[src/rtl/core/idr_pkg.sv]
// Shared types, constants, microcode and helper functions of the dead reckoning unit.
package idr_pkg;

    localparam int FRAC_BITS_DEF  = 16;
    localparam int TRIG_ITER_DEF  = 16;
    localparam int ATAN_COUNT     = 24;
    localparam int TRIG_SHIFT     = 30;

    localparam int GRAV_W  = 21;
    localparam int ANG_W   = 34;
    localparam int PROD_W  = 2 * ANG_W;
    localparam int ACC_W   = PROD_W + 2;
    localparam int ID_W    = 6;
    localparam int KIND_W  = 4;
    localparam int STEP_W  = 6;

    localparam int QUEUE_DEPTH = 2;
    localparam int QPTR_W      = $clog2(QUEUE_DEPTH);
    localparam int QCNT_W      = $clog2(QUEUE_DEPTH + 1);

    localparam logic [GRAV_W-1:0] GRAVITY_RESET = 21'd642908;

    localparam logic signed [ANG_W-1:0] ANG_PI      = 34'sd1686629713;
    localparam logic signed [ANG_W-1:0] ANG_HALF_PI = 34'sd843314856;
    localparam logic signed [ANG_W-1:0] CORDIC_GAIN = 34'sd652032875;

    // operand / destination register ids of the back end
    localparam logic [ID_W-1:0] ID_DT   = 6'd0;
    localparam logic [ID_W-1:0] ID_ACCY = 6'd1;
    localparam logic [ID_W-1:0] ID_ACCZ = 6'd2;
    localparam logic [ID_W-1:0] ID_WX   = 6'd3;
    localparam logic [ID_W-1:0] ID_WY   = 6'd4;
    localparam logic [ID_W-1:0] ID_WZ   = 6'd5;
    localparam logic [ID_W-1:0] ID_VX   = 6'd6;
    localparam logic [ID_W-1:0] ID_VY   = 6'd7;
    localparam logic [ID_W-1:0] ID_VZ   = 6'd8;
    localparam logic [ID_W-1:0] ID_CX   = 6'd9;
    localparam logic [ID_W-1:0] ID_CY   = 6'd10;
    localparam logic [ID_W-1:0] ID_CZ   = 6'd11;
    localparam logic [ID_W-1:0] ID_RX   = 6'd12;
    localparam logic [ID_W-1:0] ID_RY   = 6'd13;
    localparam logic [ID_W-1:0] ID_RZ   = 6'd14;
    localparam logic [ID_W-1:0] ID_PX   = 6'd15;
    localparam logic [ID_W-1:0] ID_PY   = 6'd16;
    localparam logic [ID_W-1:0] ID_PZ   = 6'd17;
    localparam logic [ID_W-1:0] ID_SA   = 6'd18;
    localparam logic [ID_W-1:0] ID_CA   = 6'd19;
    localparam logic [ID_W-1:0] ID_SB   = 6'd20;
    localparam logic [ID_W-1:0] ID_CB   = 6'd21;
    localparam logic [ID_W-1:0] ID_SG   = 6'd22;
    localparam logic [ID_W-1:0] ID_CG   = 6'd23;
    localparam logic [ID_W-1:0] ID_T    = 6'd24;
    localparam logic [ID_W-1:0] ID_M00  = 6'd25;
    localparam logic [ID_W-1:0] ID_M01  = 6'd26;
    localparam logic [ID_W-1:0] ID_M02  = 6'd27;
    localparam logic [ID_W-1:0] ID_M10  = 6'd28;
    localparam logic [ID_W-1:0] ID_M11  = 6'd29;
    localparam logic [ID_W-1:0] ID_M12  = 6'd30;
    localparam logic [ID_W-1:0] ID_M21  = 6'd31;
    localparam logic [ID_W-1:0] ID_M22  = 6'd32;
    localparam logic [ID_W-1:0] ID_ACC  = 6'd33;
    localparam int ID_COUNT = 34;

    // what to do with a product
    localparam logic [KIND_W-1:0] K_FADD    = 4'd0;
    localparam logic [KIND_W-1:0] K_FSUB    = 4'd1;
    localparam logic [KIND_W-1:0] K_FSET    = 4'd2;
    localparam logic [KIND_W-1:0] K_FSUBSAT = 4'd3;
    localparam logic [KIND_W-1:0] K_TSET    = 4'd4;
    localparam logic [KIND_W-1:0] K_TADD    = 4'd5;
    localparam logic [KIND_W-1:0] K_TSUB    = 4'd6;
    localparam logic [KIND_W-1:0] K_TNEG    = 4'd7;
    localparam logic [KIND_W-1:0] K_RSET    = 4'd8;
    localparam logic [KIND_W-1:0] K_RADD    = 4'd9;
    localparam logic [KIND_W-1:0] K_RFIN    = 4'd10;

    localparam logic [STEP_W-1:0] PROG_CROSS  = 6'd2;
    localparam logic [STEP_W-1:0] PROG_MATRIX = 6'd11;
    localparam logic [STEP_W-1:0] PROG_LAST   = 6'd38;

    typedef struct packed {
        logic        [31:0] sample_time;
        logic signed [15:0] angle_x;
        logic signed [15:0] angle_y;
        logic signed [15:0] angle_z;
        logic signed [31:0] accel_y;
        logic signed [31:0] accel_z;
        logic signed [31:0] forward_speed;
        logic signed [31:0] rate_x;
        logic signed [31:0] rate_y;
        logic signed [31:0] rate_z;
        logic               rate_valid;
    } t_in;

    typedef struct packed {
        logic        [31:0] out_time;
        logic signed [31:0] out_x;
        logic signed [31:0] out_y;
        logic signed [31:0] out_z;
    } t_res;

    typedef struct packed {
        logic               prime;
        logic        [31:0] sample_time;
        logic signed [15:0] angle_x;
        logic signed [15:0] angle_y;
        logic signed [15:0] angle_z;
        logic signed [31:0] accel_y;
        logic signed [31:0] accel_z;
        logic signed [31:0] forward_speed;
        logic signed [31:0] rate_x;
        logic signed [31:0] rate_y;
        logic signed [31:0] rate_z;
        logic               rate_valid;
    } t_job;

    typedef struct packed {
        logic               start;
        logic signed [15:0] angle_x;
        logic signed [15:0] angle_y;
        logic signed [15:0] angle_z;
    } t_trig_req;

    typedef struct packed {
        logic                   done;
        logic signed [ANG_W-1:0] sa;
        logic signed [ANG_W-1:0] ca;
        logic signed [ANG_W-1:0] sb;
        logic signed [ANG_W-1:0] cb;
        logic signed [ANG_W-1:0] sg;
        logic signed [ANG_W-1:0] cg;
    } t_trig;

    typedef struct packed {
        logic [ID_W-1:0]   a;
        logic [ID_W-1:0]   b;
        logic [KIND_W-1:0] kind;
        logic [ID_W-1:0]   dst;
    } t_uop;

    function automatic logic signed [ANG_W-1:0] atan_val(input logic [4:0] i);
        logic signed [ANG_W-1:0] v;
        unique case (i)
            5'd0:    v = 34'sd421657428;
            5'd1:    v = 34'sd248918915;
            5'd2:    v = 34'sd131521918;
            5'd3:    v = 34'sd66762579;
            5'd4:    v = 34'sd33510843;
            5'd5:    v = 34'sd16771758;
            5'd6:    v = 34'sd8387925;
            5'd7:    v = 34'sd4194219;
            5'd8:    v = 34'sd2097141;
            5'd9:    v = 34'sd1048575;
            5'd10:   v = 34'sd524288;
            5'd11:   v = 34'sd262144;
            5'd12:   v = 34'sd131072;
            5'd13:   v = 34'sd65536;
            5'd14:   v = 34'sd32768;
            5'd15:   v = 34'sd16384;
            5'd16:   v = 34'sd8192;
            5'd17:   v = 34'sd4096;
            5'd18:   v = 34'sd2048;
            5'd19:   v = 34'sd1024;
            5'd20:   v = 34'sd512;
            5'd21:   v = 34'sd256;
            5'd22:   v = 34'sd128;
            5'd23:   v = 34'sd64;
            default: v = 34'sd0;
        endcase
        return v;
    endfunction

    // clamp to the signed 32 bit range
    function automatic logic signed [31:0] sat32(input logic signed [ACC_W-1:0] v);
        logic signed [31:0] r;
        if ((&v[ACC_W-1:31]) || !(|v[ACC_W-1:31])) begin
            r = v[31:0];
        end else if (v[ACC_W-1]) begin
            r = 32'sh8000_0000;
        end else begin
            r = 32'sh7fff_ffff;
        end
        return r;
    endfunction

    // microcode of one dead reckoning step: operand a, operand b, use, destination
    function automatic t_uop prog(input logic [STEP_W-1:0] s);
        t_uop u;
        unique case (s)
            6'd0:    u = '{ID_DT,  ID_ACCY, K_FADD,    ID_VY};
            6'd1:    u = '{ID_DT,  ID_ACCZ, K_FADD,    ID_VZ};
            6'd2:    u = '{ID_WY,  ID_VZ,   K_FSET,    ID_ACC};
            6'd3:    u = '{ID_WZ,  ID_VY,   K_FSUBSAT, ID_CX};
            6'd4:    u = '{ID_WZ,  ID_VX,   K_FSET,    ID_ACC};
            6'd5:    u = '{ID_WX,  ID_VZ,   K_FSUBSAT, ID_CY};
            6'd6:    u = '{ID_WX,  ID_VY,   K_FSET,    ID_ACC};
            6'd7:    u = '{ID_WY,  ID_VX,   K_FSUBSAT, ID_CZ};
            6'd8:    u = '{ID_DT,  ID_CX,   K_FSUB,    ID_VX};
            6'd9:    u = '{ID_DT,  ID_CY,   K_FSUB,    ID_VY};
            6'd10:   u = '{ID_DT,  ID_CZ,   K_FSUB,    ID_VZ};
            6'd11:   u = '{ID_CG,  ID_SA,   K_TSET,    ID_T};
            6'd12:   u = '{ID_T,   ID_SB,   K_TSET,    ID_M01};
            6'd13:   u = '{ID_CA,  ID_SG,   K_TADD,    ID_M01};
            6'd14:   u = '{ID_CA,  ID_CG,   K_TSET,    ID_T};
            6'd15:   u = '{ID_T,   ID_SB,   K_TNEG,    ID_M02};
            6'd16:   u = '{ID_SA,  ID_SG,   K_TADD,    ID_M02};
            6'd17:   u = '{ID_SA,  ID_SB,   K_TSET,    ID_T};
            6'd18:   u = '{ID_CA,  ID_CG,   K_TSET,    ID_M11};
            6'd19:   u = '{ID_T,   ID_SG,   K_TSUB,    ID_M11};
            6'd20:   u = '{ID_CA,  ID_SB,   K_TSET,    ID_T};
            6'd21:   u = '{ID_T,   ID_SG,   K_TSET,    ID_M12};
            6'd22:   u = '{ID_CG,  ID_SA,   K_TADD,    ID_M12};
            6'd23:   u = '{ID_CB,  ID_CG,   K_TSET,    ID_M00};
            6'd24:   u = '{ID_CB,  ID_SG,   K_TNEG,    ID_M10};
            6'd25:   u = '{ID_CB,  ID_SA,   K_TNEG,    ID_M21};
            6'd26:   u = '{ID_CA,  ID_CB,   K_TSET,    ID_M22};
            6'd27:   u = '{ID_M00, ID_VX,   K_RSET,    ID_ACC};
            6'd28:   u = '{ID_M01, ID_VY,   K_RADD,    ID_ACC};
            6'd29:   u = '{ID_M02, ID_VZ,   K_RFIN,    ID_RX};
            6'd30:   u = '{ID_M10, ID_VX,   K_RSET,    ID_ACC};
            6'd31:   u = '{ID_M11, ID_VY,   K_RADD,    ID_ACC};
            6'd32:   u = '{ID_M12, ID_VZ,   K_RFIN,    ID_RY};
            6'd33:   u = '{ID_SB,  ID_VX,   K_RSET,    ID_ACC};
            6'd34:   u = '{ID_M21, ID_VY,   K_RADD,    ID_ACC};
            6'd35:   u = '{ID_M22, ID_VZ,   K_RFIN,    ID_RZ};
            6'd36:   u = '{ID_DT,  ID_RX,   K_FADD,    ID_PX};
            6'd37:   u = '{ID_DT,  ID_RY,   K_FSUB,    ID_PY};
            6'd38:   u = '{ID_DT,  ID_RZ,   K_FSUB,    ID_PZ};
            default: u = '{ID_DT,  ID_DT,   K_RSET,    ID_ACC};
        endcase
        return u;
    endfunction

endpackage

[src/rtl/core/idr_queue.sv]
// Two-entry job queue between front end and back end.
module idr_queue (
    input  logic          i_clk,
    input  logic          i_rst_n,
    input  logic          i_push,
    input  idr_pkg::t_job i_job,
    output logic          o_full,
    output logic          o_valid,
    output idr_pkg::t_job o_job,
    input  logic          i_pop
);

    idr_pkg::t_job                r_mem [idr_pkg::QUEUE_DEPTH];
    logic [idr_pkg::QPTR_W-1:0]   r_wp;
    logic [idr_pkg::QPTR_W-1:0]   r_rp;
    logic [idr_pkg::QCNT_W-1:0]   r_cnt;

    assign o_full  = (r_cnt == idr_pkg::QCNT_W'(idr_pkg::QUEUE_DEPTH));
    assign o_valid = (r_cnt != '0);
    assign o_job   = r_mem[r_rp];

    function automatic logic [idr_pkg::QPTR_W-1:0] ptr_inc(input logic [idr_pkg::QPTR_W-1:0] p);
        logic [idr_pkg::QPTR_W-1:0] r;
        if (p == idr_pkg::QPTR_W'(idr_pkg::QUEUE_DEPTH - 1)) begin
            r = '0;
        end else begin
            r = p + 1'b1;
        end
        return r;
    endfunction

    always_ff @(posedge i_clk) begin
        if (i_push) begin
            r_mem[r_wp] <= i_job;
        end
    end

    always_ff @(posedge i_clk) begin
        if (!i_rst_n) begin
            r_wp  <= '0;
            r_rp  <= '0;
            r_cnt <= '0;
        end else begin
            if (i_push) begin
                r_wp <= ptr_inc(r_wp);
            end
            if (i_pop) begin
                r_rp <= ptr_inc(r_rp);
            end
            if (i_push && !i_pop) begin
                r_cnt <= r_cnt + 1'b1;
            end else if (i_pop && !i_push) begin
                r_cnt <= r_cnt - 1'b1;
            end
        end
    end

endmodule

[config.mk]
export PLATFORM = sky130hd
export DESIGN_NAME = idr_queue
export DESIGN_NICKNAME = d
export VERILOG_FILES = /design/src/rtl/core/idr_pkg.sv /design/src/rtl/core/idr_queue.sv
export SDC_FILE = /design/constraint.sdc
export NUM_CORES = 1
export LEC_CHECK = 0
export ABC_CLOCK_PERIOD_IN_PS = 34600
export BUFFER_PORTS_ARGS = -buffer_cell sky130_fd_sc_hd__buf_2
export CORE_AREA = 2 2 243 245
export DETAILED_ROUTE_END_ITERATION = 8
export DIE_AREA = 0 0 245 247
export GPL_TIMING_DRIVEN = 0
export HOLD_SLACK_MARGIN = 0.03
export PLACE_DENSITY = 0.61
export SYNTH_ARGS = -nofsm -noshare
export SYNTH_HDL_FRONTEND = slang
export SYNTH_SLANG_ARGS = --single-unit
[constraint.sdc]
create_clock -name i_clk -period 34.6 [get_ports i_clk]
set_input_delay 5.19 -clock i_clk [delete_from_list [all_inputs] [get_ports i_clk]]
set_output_delay 5.19 -clock i_clk [all_outputs]
set_load 0.05 [all_outputs]
After elaboration in Yosys (flattened, before gate mapping)

Memories as Yosys holds them, arrays and structs flattened. A register that Yosys moved wholly into a read port is not among the register bits.
Cells that the tools add are included.

Reduce and logical (&&, ||, !) cells: 6
$mul: 0
Bitwise operators: 0
Multiplexer cells: 8
Equality and inequality tests: 1
Shifts and indexed selects: 0
$lt $le $gt $ge: 0
Divide/modulo/power cells: 0
Add/sub/neg operators: 4

Operators by type and width:

| operator            | count |
|---|---|
| $mux 1              | 6 |
| $mux 2              | 2 |
| $reduce_bool 2->1   | 2 |
| $add 1x1->1 const B | 2 |
| $add 2x1->2 const B | 1 |
| $eq 2x2->1 const B  | 1 |
| $logic_and 1x1->1   | 2 |
| $logic_not 1->1     | 2 |
| $sub 2x1->2 const B | 1 |

Register bits after elaboration: 4
Bits in latches: 0
Logic and storage cells: 23
Memories: 1
Bits of input ports: 278
RAM bits: 548
ROM bits: 0

Memories:

| name  | words | bits a word | read ports | clocked after memory_dff | wr ports | line            | text |
|---|---|---|---|---|---|---|---|
| r_mem | 2     | 274         | 1          | 1                        | 1        | idr_queue.sv:13 | `idr_pkg::t_job r_mem [idr_pkg::QUEUE_DEPTH];` |

Longest topological paths before layout

Gate-level depths: netlist of the first run.

Depth in word-level cells: 4
Gate-level depth with buffers: 5
Depth with buffers taken out: 5

Worst setup path after synthesis of the first run

OpenSTA, ideal clock, no wires.

Path type: input to register
From: input port i_push
To: register r_wp
Arrival: 17.898 ns
Setup slack: 16.587 ns
Stages: 2
Required time: 34.486 ns
Cell sequence: nor2b_1 -> o21a_1

RTL lines:

| element              | line            | text |
|---|---|---|
| start, declared      | idr_queue.sv:5  | `input logic i_push,` |
| end signal, assigned | idr_queue.sv:45 | `r_wp <= ptr_inc(r_wp);` |
| end, declared        | idr_queue.sv:14 | `logic [idr_pkg::QPTR_W-1:0] r_wp;` |

==> run metrics, run 1 <==
outcome=complete, no violations; Max VDD drop=between 0.04 and 0.05 mV; Post-synth ARST share=0%; r2r setup slk=between 30 and 40 ns; initial antenna violation count=8; die span in x=roughly 250 um; register area share after synthesis=between 80% and 90%; Worst-path clk slew=roughly 0.060 ns; port bufs=approximately 550; clk_lat worst skew=a little under 0.6 ns; DR pass1 iterations=5; startpoint class of the critical path=register; clock buffer depth=3; Initial Util=34.5%; Final Cycle Share=21.1%; Yosys warnings=0; Pwr Density=around 62 nW/um2; Post-DRT Antenna Nets=0; fin nets=roughly 1800; Max Freq=approximately 0.14 GHz; pin count of the biggest net entering global routing=66; Final WS setup=27.31 ns; Synth area leaders=edfxtp_1, mux2_2, buf_6; area grow syn2layout=28.3%; Compound-Gate Fraction of Synth Area=less than 1%; Setup Fix Bufs, Post-CTS=0; Unique masters post-synth=16; Avg WL per Cell=~19 um; CP required=29.41 ns; Max Slew Vio Count=0; xor-xnor portion of the synthesized cell area=less than 1%; TNS Setup=0 ns; syn_area_per_cell=between 20 and 25 um2; Post-CTS Hold Buffers=0; Syn Inst Count=between 800 and 900; site row count=89; Critical Path End=o_job[149]; Detail Placement HPWL=31700 um; Final Critical Period=7.29 ns; post-synthesis sequential element count=between 500 and 600; Max-Cap Viols=0; Net Count, Synth=1153; Synth area leader=edfxtp_1; core box area=58200 um2; vias in the first global route=10800; layout cell share with drive strength beyond 1=61.1%; post-route DRC violation count=0; Final Hold Vio Count=0; clock root cell=clkbuf_16; CTS resizes=0; number of fill cells=roughly 5200; main combinational cell family by area after synthesis=multiplexers; Die Height=about 250 um; Synth top area share=around four fifths; Crit Path Class=register to output pin; Vias/cell=between 4 and 5; FF-to-FF Start=r_wp$_SDFFE_PN0P_; initial drt markers=412; Mapped Area=roughly 20000 um2; CP Capture Type=output pin; clock buffer count from CTS=55; critical path peak fanout=10; clk sink count=approximately 550; I/O Pins=~550; top cells by count, synth=edfxtp_1, mux2_2, buf_6, dfxtp_1, and2_1; area of the multi-input gates=around 3200 um2; GRT Total Usage=14.0%; worst r2r path cells=6; Fin Clk Skew=0.00960 ns; first-pass GRT wire length=around 64000 um; Cells after DPL=2214; Synth Area in Simple Gates=0.280%; Seq. cell area=roughly 17000 um2; GP Congestion=0.740; Final Non-Filler Cells=between 2000 and 2500; Worst-Margin Slew=around 0.76 ns; Via Count=between 10000 and 15000; worst flop-to-flop path endpoint=r_mem[0][188]$_DFFE_PP_; Hold Path Class=register to register; total gr overflow=0; Synth Area in Adders=0.0623%; mux cell area share after synthesis=between 15 and 20%; Top FF cell, synth=edfxtp_1; static leakage=~0.0096 uW; CTS H-Tree Depth=2; DIE AREA=just over 60000 um2; slew margin rel.=49.1%; crit path DAT=between 2 and 2.5 ns; final number of setup-violating endpoints=0; most numerous cell in the Yosys netlist=edfxtp_1; routed wire length=about 45000 um; CTS tree=done; EDFF count, synth=approximately 550; RSZ-0062 raised after global routing=no; Place WS=~27 ns
report_power, final:
group | internal, uW | switching (uW) | leakage (uW)
Clock | 306 | 234 | 0.000780
Combinational | 77.8 | 187 | 0.00359
Sequential | 775 | 6.98 | 0.00518
Total | 1160 | 429 | 0.00955
flip-flops by register name (all words and copies together) (netlist names), named ones only:
signal  count
r_wp        1
r_rp        1
r_cnt       2
r_mem     548
worst min path at each step:
stage | to | startpoint | cells past startpoint
2_1_floorplan | r_cnt[1]$_SDFFE_PN0P_ | r_cnt[1]$_SDFFE_PN0P_ | 2
3_3_place_gp | r_cnt[1]$_SDFFE_PN0P_ | r_cnt[1]$_SDFFE_PN0P_ | 2
3_5_place_dp | r_cnt[1]$_SDFFE_PN0P_ | r_cnt[1]$_SDFFE_PN0P_ | 2
4_1_cts | r_cnt[1]$_SDFFE_PN0P_ | r_cnt[1]$_SDFFE_PN0P_ | 2
5_1_grt | r_cnt[1]$_SDFFE_PN0P_ | r_cnt[1]$_SDFFE_PN0P_ | 2
6_report | r_cnt[1]$_SDFFE_PN0P_ | r_cnt[1]$_SDFFE_PN0P_ | 2
kinds of logic (layout without fill, tap and decap cells):
kind of cell	Yosys count	after routing
buffers and inverters	31	695
other	0	5
AO/OA/AOI/OAI	3	3
multiplexers	274	274
adder cells (fa/ha/maj)	1	1
XOR/XNOR	3	3
AND/OR/NAND/NOR	9	9
flip-flops	553	553
metrics by stage:
stage          hold slack (ns)  area [um2]  power [uW]  utilization (%)
6_report                 0.536       25800        1590             44.3
5_1_grt                  0.566       25800        1650             44.2
4_1_cts                  0.550       25800        1610             44.2
3_5_place_dp             0.541       24200        1060             41.5
3_3_place_gp             0.479       23800        1080             40.9
2_1_floorplan            0.468       20100         998                -
placed cells by master, fill, tap and decap left out, types with 3 or more instances in the layout:
cell type  count
mux2_2       274
clkbuf_16     55
buf_2        554
buf_6         29
diode_2        5
and2_1         3
edfxtp_1     548
buf_12         9
dfxtp_1        5
clkinv_1      12
buf_16         5
clkbuf_1      19
clkinv_2       6
final cells by class:
cell class                 instances  share of cell area (%)
inverter                           1                  0.0146
multi-input combinational        290                    12.5
sequential                       553                    64.2
clock inverter                    23                   0.621
antenna                            5                  0.0485
buffer                            30                    1.29
timing repair buffer             567                    12.0
tap                              773                    3.75
clock buffer                      74                    5.62
metal layers:
| metal | part of all wire, % | track usage [%] |
|---|---|---|
| met1 | 36 | 15.1 |
| met2 | 53 | 25.5 |
| met3 | 8.2 | 4.86 |
| met4 | 2.4 | 4.48 |
| met5 | 0.11 | 0 |
critical path: stages, from the launching register on:
cell	delay [ns]
dfxtp_1	0.41
buf_6	0.27
buf_6	0.21
mux2_2	0.39
buf_2	0.22
No activity file was read; power rests on OpenSTA's default activity.
==> run 2: changes to the inputs <==
Settings changed: ABC_CLOCK_PERIOD_IN_PS 34600 to 6100, PLACE_DENSITY 0.61 to 0.63.
Clock period 34.6 ns to 6.1 ns, I/O delays scaled along.
==> run 2 against run 1 <==
Compared with the run above: die area stayed put; worst hold slack worse by 0.027 ns; worst setup slack worse by 24 ns; sequential share of layout area is 0.53 points lower; final area is 0.83% higher; register-to-register slack worse by 28 ns; sequential power grew to 5.7 times the previous value; global-route usage is 0.21 points lower; via count is 0.43% lower; largest power group unchanged.
==> run metrics, run 2 (synthesis results as in run 1) <==
Pwr Density=about 350 nW/um2; slew margin rel.=54.4%; Place WS=between 2 and 3 ns; static leakage=between 0.009 and 0.01 uW; Worst-Margin Slew=between 0.6 and 0.7 ns; CTS H-Tree Depth=2; DIE AREA=60500 um2; CP required=roughly 5.2 ns; Via Count=just over 10000; Cells after DPL=approximately 2200; worst path cell trace=buf_6 -> buf_6 -> mux2_2 -> buf_2; Hold Path Class=input pin to register; DR pass1 iterations=4; Crit Path Class=register to output pin; I/O Pins=about 550; crit path DAT=roughly 2.1 ns; Largest regs=r_mem: 548 flops, r_cnt: 2 flops; site row count=89; hold_ws=~0.51 ns; Max Slew Vio Count=0; CTS tree=done; hold depth=1; Initial Util=34.5%; FF-to-FF Start=r_wp$_SDFFE_PN0P_; Max VDD drop=0.253 mV; final number of setup-violating endpoints=0; Fin Clk Skew=0.00992 ns; vias in the first global route=around 11000; Worst-path clk slew=approximately 0.06 ns; Detail Placement HPWL=a little over 30000 um; Reg with most FFs=r_mem; Vias/cell=approximately 4.4; fin nets=about 1800; max FFs per register=roughly 550; Final Cycle Share=between 40% and 50%; clk_lat worst skew=approximately 0.59 ns; RSZ-0062 raised after global routing=no; Avg WL per Cell=about 19 um; worst r2r path cells=6; layout cell share with drive strength beyond 1=between 60% and 70%; HP Start=i_job[22]; area grow syn2layout=29.4%; die span in x=about 250 um; Final WS setup=about 3.1 ns; Final Non-Filler Cells=between 2000 and 2500; port bufs=about 550; CP Capture Type=output pin; most common cell after layout, fill and taps aside=buf_2; most frequent cells in the layout=buf_2, edfxtp_1, mux2_2; r2r setup slk=between 3 and 4 ns; GRT Total Usage=around 14%; Worst Hold Path EP=r_mem[1][22]$_DFFE_PP_; startpoint class of the critical path=register; GP Congestion=between 0.7 and 0.8; initial drt markers=396; Die Height=approximately 250 um; clk sink count=roughly 550; Max-Cap Viols=0; worst flop-to-flop path endpoint=r_mem[0][137]$_DFFE_PP_; Post-CTS Hold Buffers=0; TNS Setup=0 ns; initial antenna violation count=10; clock buffer count from CTS=between 50 and 60; CTS resizes=0; Post-DRT Antenna Nets=0; Setup Fix Bufs, Post-CTS=0; Worst path slowest cell=dfxtp_1; Crit path buffers/inverters=3; clock root cell=clkbuf_16; most used cell, CP=buf_6; total gr overflow=0; pin count of the biggest net entering global routing=62; clock buffer depth=3; post-route DRC violation count=0; core box area=58200 um2; Final Critical Period=2.99 ns; largest stage delay on the critical path=0.41 ns; Final Hold Vio Count=0; Pwr Total=~9200 uW; critical path peak fanout=10; crit-path leading delay family=buffers and inverters; outcome=complete, no violations; first-pass GRT wire length=63100 um; Max Freq=0.334 GHz; routed wire length=43500 um
run 2: layout make-up:
| type | count | area [um2] |
|---|---|---|
| sequential | 553 | 16600 |
| fill | 5101 | 32200 |
| multi-input combinational | 290 | 3210 |
| clock buffer | 77 | 1510 |
| tap | 773 | 967 |
| buffer | 30 | 332 |
| antenna | 8 | 20.0 |
| timing repair buffer | 569 | 3150 |
| inverter | 1 | 3.75 |
| clock inverter | 27 | 241 |
run 2: worst max-delay path by stage:
stage / end / slack, ns / depth (start not counted)
6_report: o_job[22] / 3.11 / 4
5_1_grt: o_job[130] / 2.99 / 4
4_1_cts: o_job[265] / 3.01 / 3
3_5_place_dp: r_mem[0][137]$_DFFE_PP_ / 2.94 / 7
3_3_place_gp: r_mem[0][137]$_DFFE_PP_ / -1.88 / 2
2_1_floorplan: r_mem[0][0]$_DFFE_PP_ / 0.64 / 1
run 2: through the flow:
stage	util (%)	instance area, um2
final	44.6	26000
after global routing	44.6	26000
after CTS	44.6	26000
after detailed placement	41.6	24200
after global placement	40.9	23800
after floorplan	-	20100
run 2: worst reg2reg max path: stages, from the launching register on:
cell     delay, ns
dfxtp_1       0.34
nor2b_4       0.56
buf_16        0.25
buf_12        0.23
buf_16        0.21
buf_12        0.23
buf_12        0.24
run 2: where the power goes:
| part | leakage, uW | switching (uW) | internal [uW] | total [uW] |
|---|---|---|---|---|
| Combinational | 0.00361 | 1060 | 447 | 1500 |
| Clock | 0.000856 | 1350 | 1900 | 3250 |
| Sequential | 0.00518 | 40.4 | 4400 | 4440 |
| Total | 0.00965 | 2450 | 6740 | 9190 |
run 2: per-layer routing:
| metal | GRT usage [%] | wire length [um] | up-vias | part of all wire, % |
|---|---|---|---|---|
| met5 | 0 | 37 | - | 0.085 |
| met4 | 4.73 | 1080 | 6 | 2.5 |
| met3 | 5.43 | 3950 | 74 | 9.1 |
| met2 | 24.2 | 22300 | 355 | 51 |
| met1 | 15.1 | 16100 | 5085 | 37 |
| li1 | - | - | 4778 | - |
==> run 3: changes to the inputs <==
Settings changed: ABC_AREA set to 1, ABC_CLOCK_PERIOD_IN_PS 6100 to 2800, PLACE_DENSITY 0.63 to 0.61.
Clock period 6.1 ns to 2.8 ns, I/O delays scaled along.
==> run 3 against run 2 <==
Compared with the run above: combinational power is 120% higher; sequential share of layout area shrank 5.8 points; synthesized cell count rose by 1.5%; routed wire length grew 7.8%; power increased by 110%.
==> run metrics, run 3 <==
initial antenna violation count=3; hold_ws=0.0742 ns; Syn Inst Count=about 890; Initial Util=roughly a third; register area share after synthesis=a little over 80%; Mapped Area=between 20000 and 25000 um2; Via Count=between 10000 and 15000; Max VDD drop=0.558 mV; Final Hold Vio Count=0; total gr overflow=0; static leakage=about 0.011 uW; GP Congestion=around 0.78; Final Cycle Share=roughly nine tenths; Avg WL per Cell=18.0 um; first-pass GRT wire length=~69000 um; CTS H-Tree Depth=2; Max-Cap Viols=0; Post-DRT Antenna Nets=0; clk sink count=roughly 550; GRT Total Usage=14.8%; Reg with most FFs=r_mem; Unique masters post-synth=13; Detail Placement HPWL=roughly 32000 um; area grow syn2layout=42.3%; clock root cell=clkbuf_16; port bufs=553; Final Critical Period=between 2 and 3 ns; max FFs per register=~550; DR pass1 iterations=4; crit path DAT=2.12 ns; RSZ-0062 raised after global routing=no; EDFF count, synth=~550; Post-synth ARST share=0%; most frequent cells in the layout=buf_2, edfxtp_1, mux2_2; clock buffer depth=3; startpoint class of the critical path=register; final number of setup-violating endpoints=0; CTS tree=done; slew margin rel.=between 40% and 50%; DIE AREA=~61000 um2; Worst-path clk slew=about 0.060 ns; Fin Clk Skew=~0.015 ns; post-route DRC violation count=0; Hold Path Class=input pin to register; layout cell share with drive strength beyond 1=about 52%; Synth area leaders=edfxtp_1, mux2_2, buf_6; Die Height=roughly 250 um; CP required=approximately 2.4 ns; Vias/cell=4.40; clock buffer count from CTS=57; syn_area_per_cell=22.7 um2; most numerous cell in the Yosys netlist=edfxtp_1; Max Freq=0.394 GHz; fin nets=just over 2000; top cells by count, synth=edfxtp_1, mux2_2, buf_6, nand2_1; Yosys warnings=0; Top FF cell, synth=edfxtp_1; Pwr Density=about 690 nW/um2; site row count=89; Synth area leader=edfxtp_1; die span in x=245 um; Synth top area share=between 80 and 90%; pin count of the biggest net entering global routing=41; area of placed instances=24200 um2; post-synthesis sequential element count=roughly 550; Max Slew Vio Count=0; Final Cell Area=~29000 um2; Pwr Total=19700 uW; initial drt markers=423; Largest regs=r_mem: 548 flops, r_cnt: 2 flops; outcome=complete, no violations; core box area=between 50000 and 60000 um2; routed wire length=46900 um; Net Count, Synth=1166; vias in the first global route=about 12000; I/O Pins=554; clk_lat worst skew=approximately 0.59 ns; CP Capture Type=output pin; critical path peak fanout=10; post-route core utilization=roughly 49%; Worst-Margin Slew=about 0.85 ns; most common cell after layout, fill and taps aside=buf_2; Crit Path Class=register to output pin
## run 3: cell count changes after synthesis, moves of 2 or more
cell	previous run	this run
xor2_1	2	0
nor2b_1	3	0
nor2_1	0	8
nand2_1	0	9
and2_1	4	0
inv_1	1	8
## run 3: final timing paths
check | from | to | slack [ns] | depth (start not counted)
hold reg to reg | r_rp$_SDFFE_PN0P_ | r_rp$_SDFFE_PN0P_ | 0.51 | 2
hold / removal | i_job[184] | r_mem[0][184]$_DFFE_PP_ | 0.07 | 1
setup / recovery | register | o_job[186] | 0.26 | 4
setup reg to reg | r_wp$_SDFFE_PN0P_ | r_mem[1][257]$_DFFE_PP_ | 0.39 | 5
## run 3: per-layer routing
layer	wire [um]	up-vias	global-route usage, %
li1	-	5349	-
met2	24500	394	26.4
met1	17700	5644	17.1
met3	3730	63	4.84
met5	30	-	0
met4	864	4	3.87
## run 3: through the flow
step	worst slack, ns	TNS [ns]	std cells
6_report	0.262	0	2606
5_1_grt	0.156	0	2605
4_1_cts	0.163	0	2604
3_5_place_dp	0.0509	0	2230
3_3_place_gp	-4.97	-2622.41	2213
2_1_floorplan	-2.16	-1165.74	887
## run 3: logic make-up after synthesis
family,after synthesis,share of synthesized area (%)
AO/OA/AOI/OAI,2,0.0497
adder cells (fa/ha/maj),1,0.0622
buffers and inverters,38,1.80
flip-flops,553,82.4
multiplexers,274,15.4
AND/OR/NAND/NOR,19,0.373
## run 3: layout make-up
class | count | area, um2
diodes | 1 | 2.50
flip-flops and latches | 553 | 16600
clock buffers | 73 | 1490
clock inverters | 30 | 160
inverters | 8 | 46.3
repair buffers | 842 | 5850
fillers | 4864 | 29600
multi-input cells | 296 | 3210
well taps | 773 | 967
plain buffers | 30 | 332
## run 3: repair_timing
item / CTS / global route
hold buffers: 271 / 1
buffers inserted: 0 / 0
gates resized for setup: 0 / 0
hold endpoints to repair: 542 / 2
## run 3: where the power goes
part | leakage [uW] | switching [uW] | internal (uW)
Combinational | 0.00477 | 2140 | 1100
Sequential | 0.00518 | 91.2 | 9590
Clock | 0.000806 | 2960 | 3810
Total | 0.0108 | 5190 | 14500
## run 3: critical path, stage by stage (launching register included)
cell and delay, ns:
dfxtp_1 0.41, buf_6 0.28, buf_6 0.21, mux2_2 0.38, buf_2 0.23
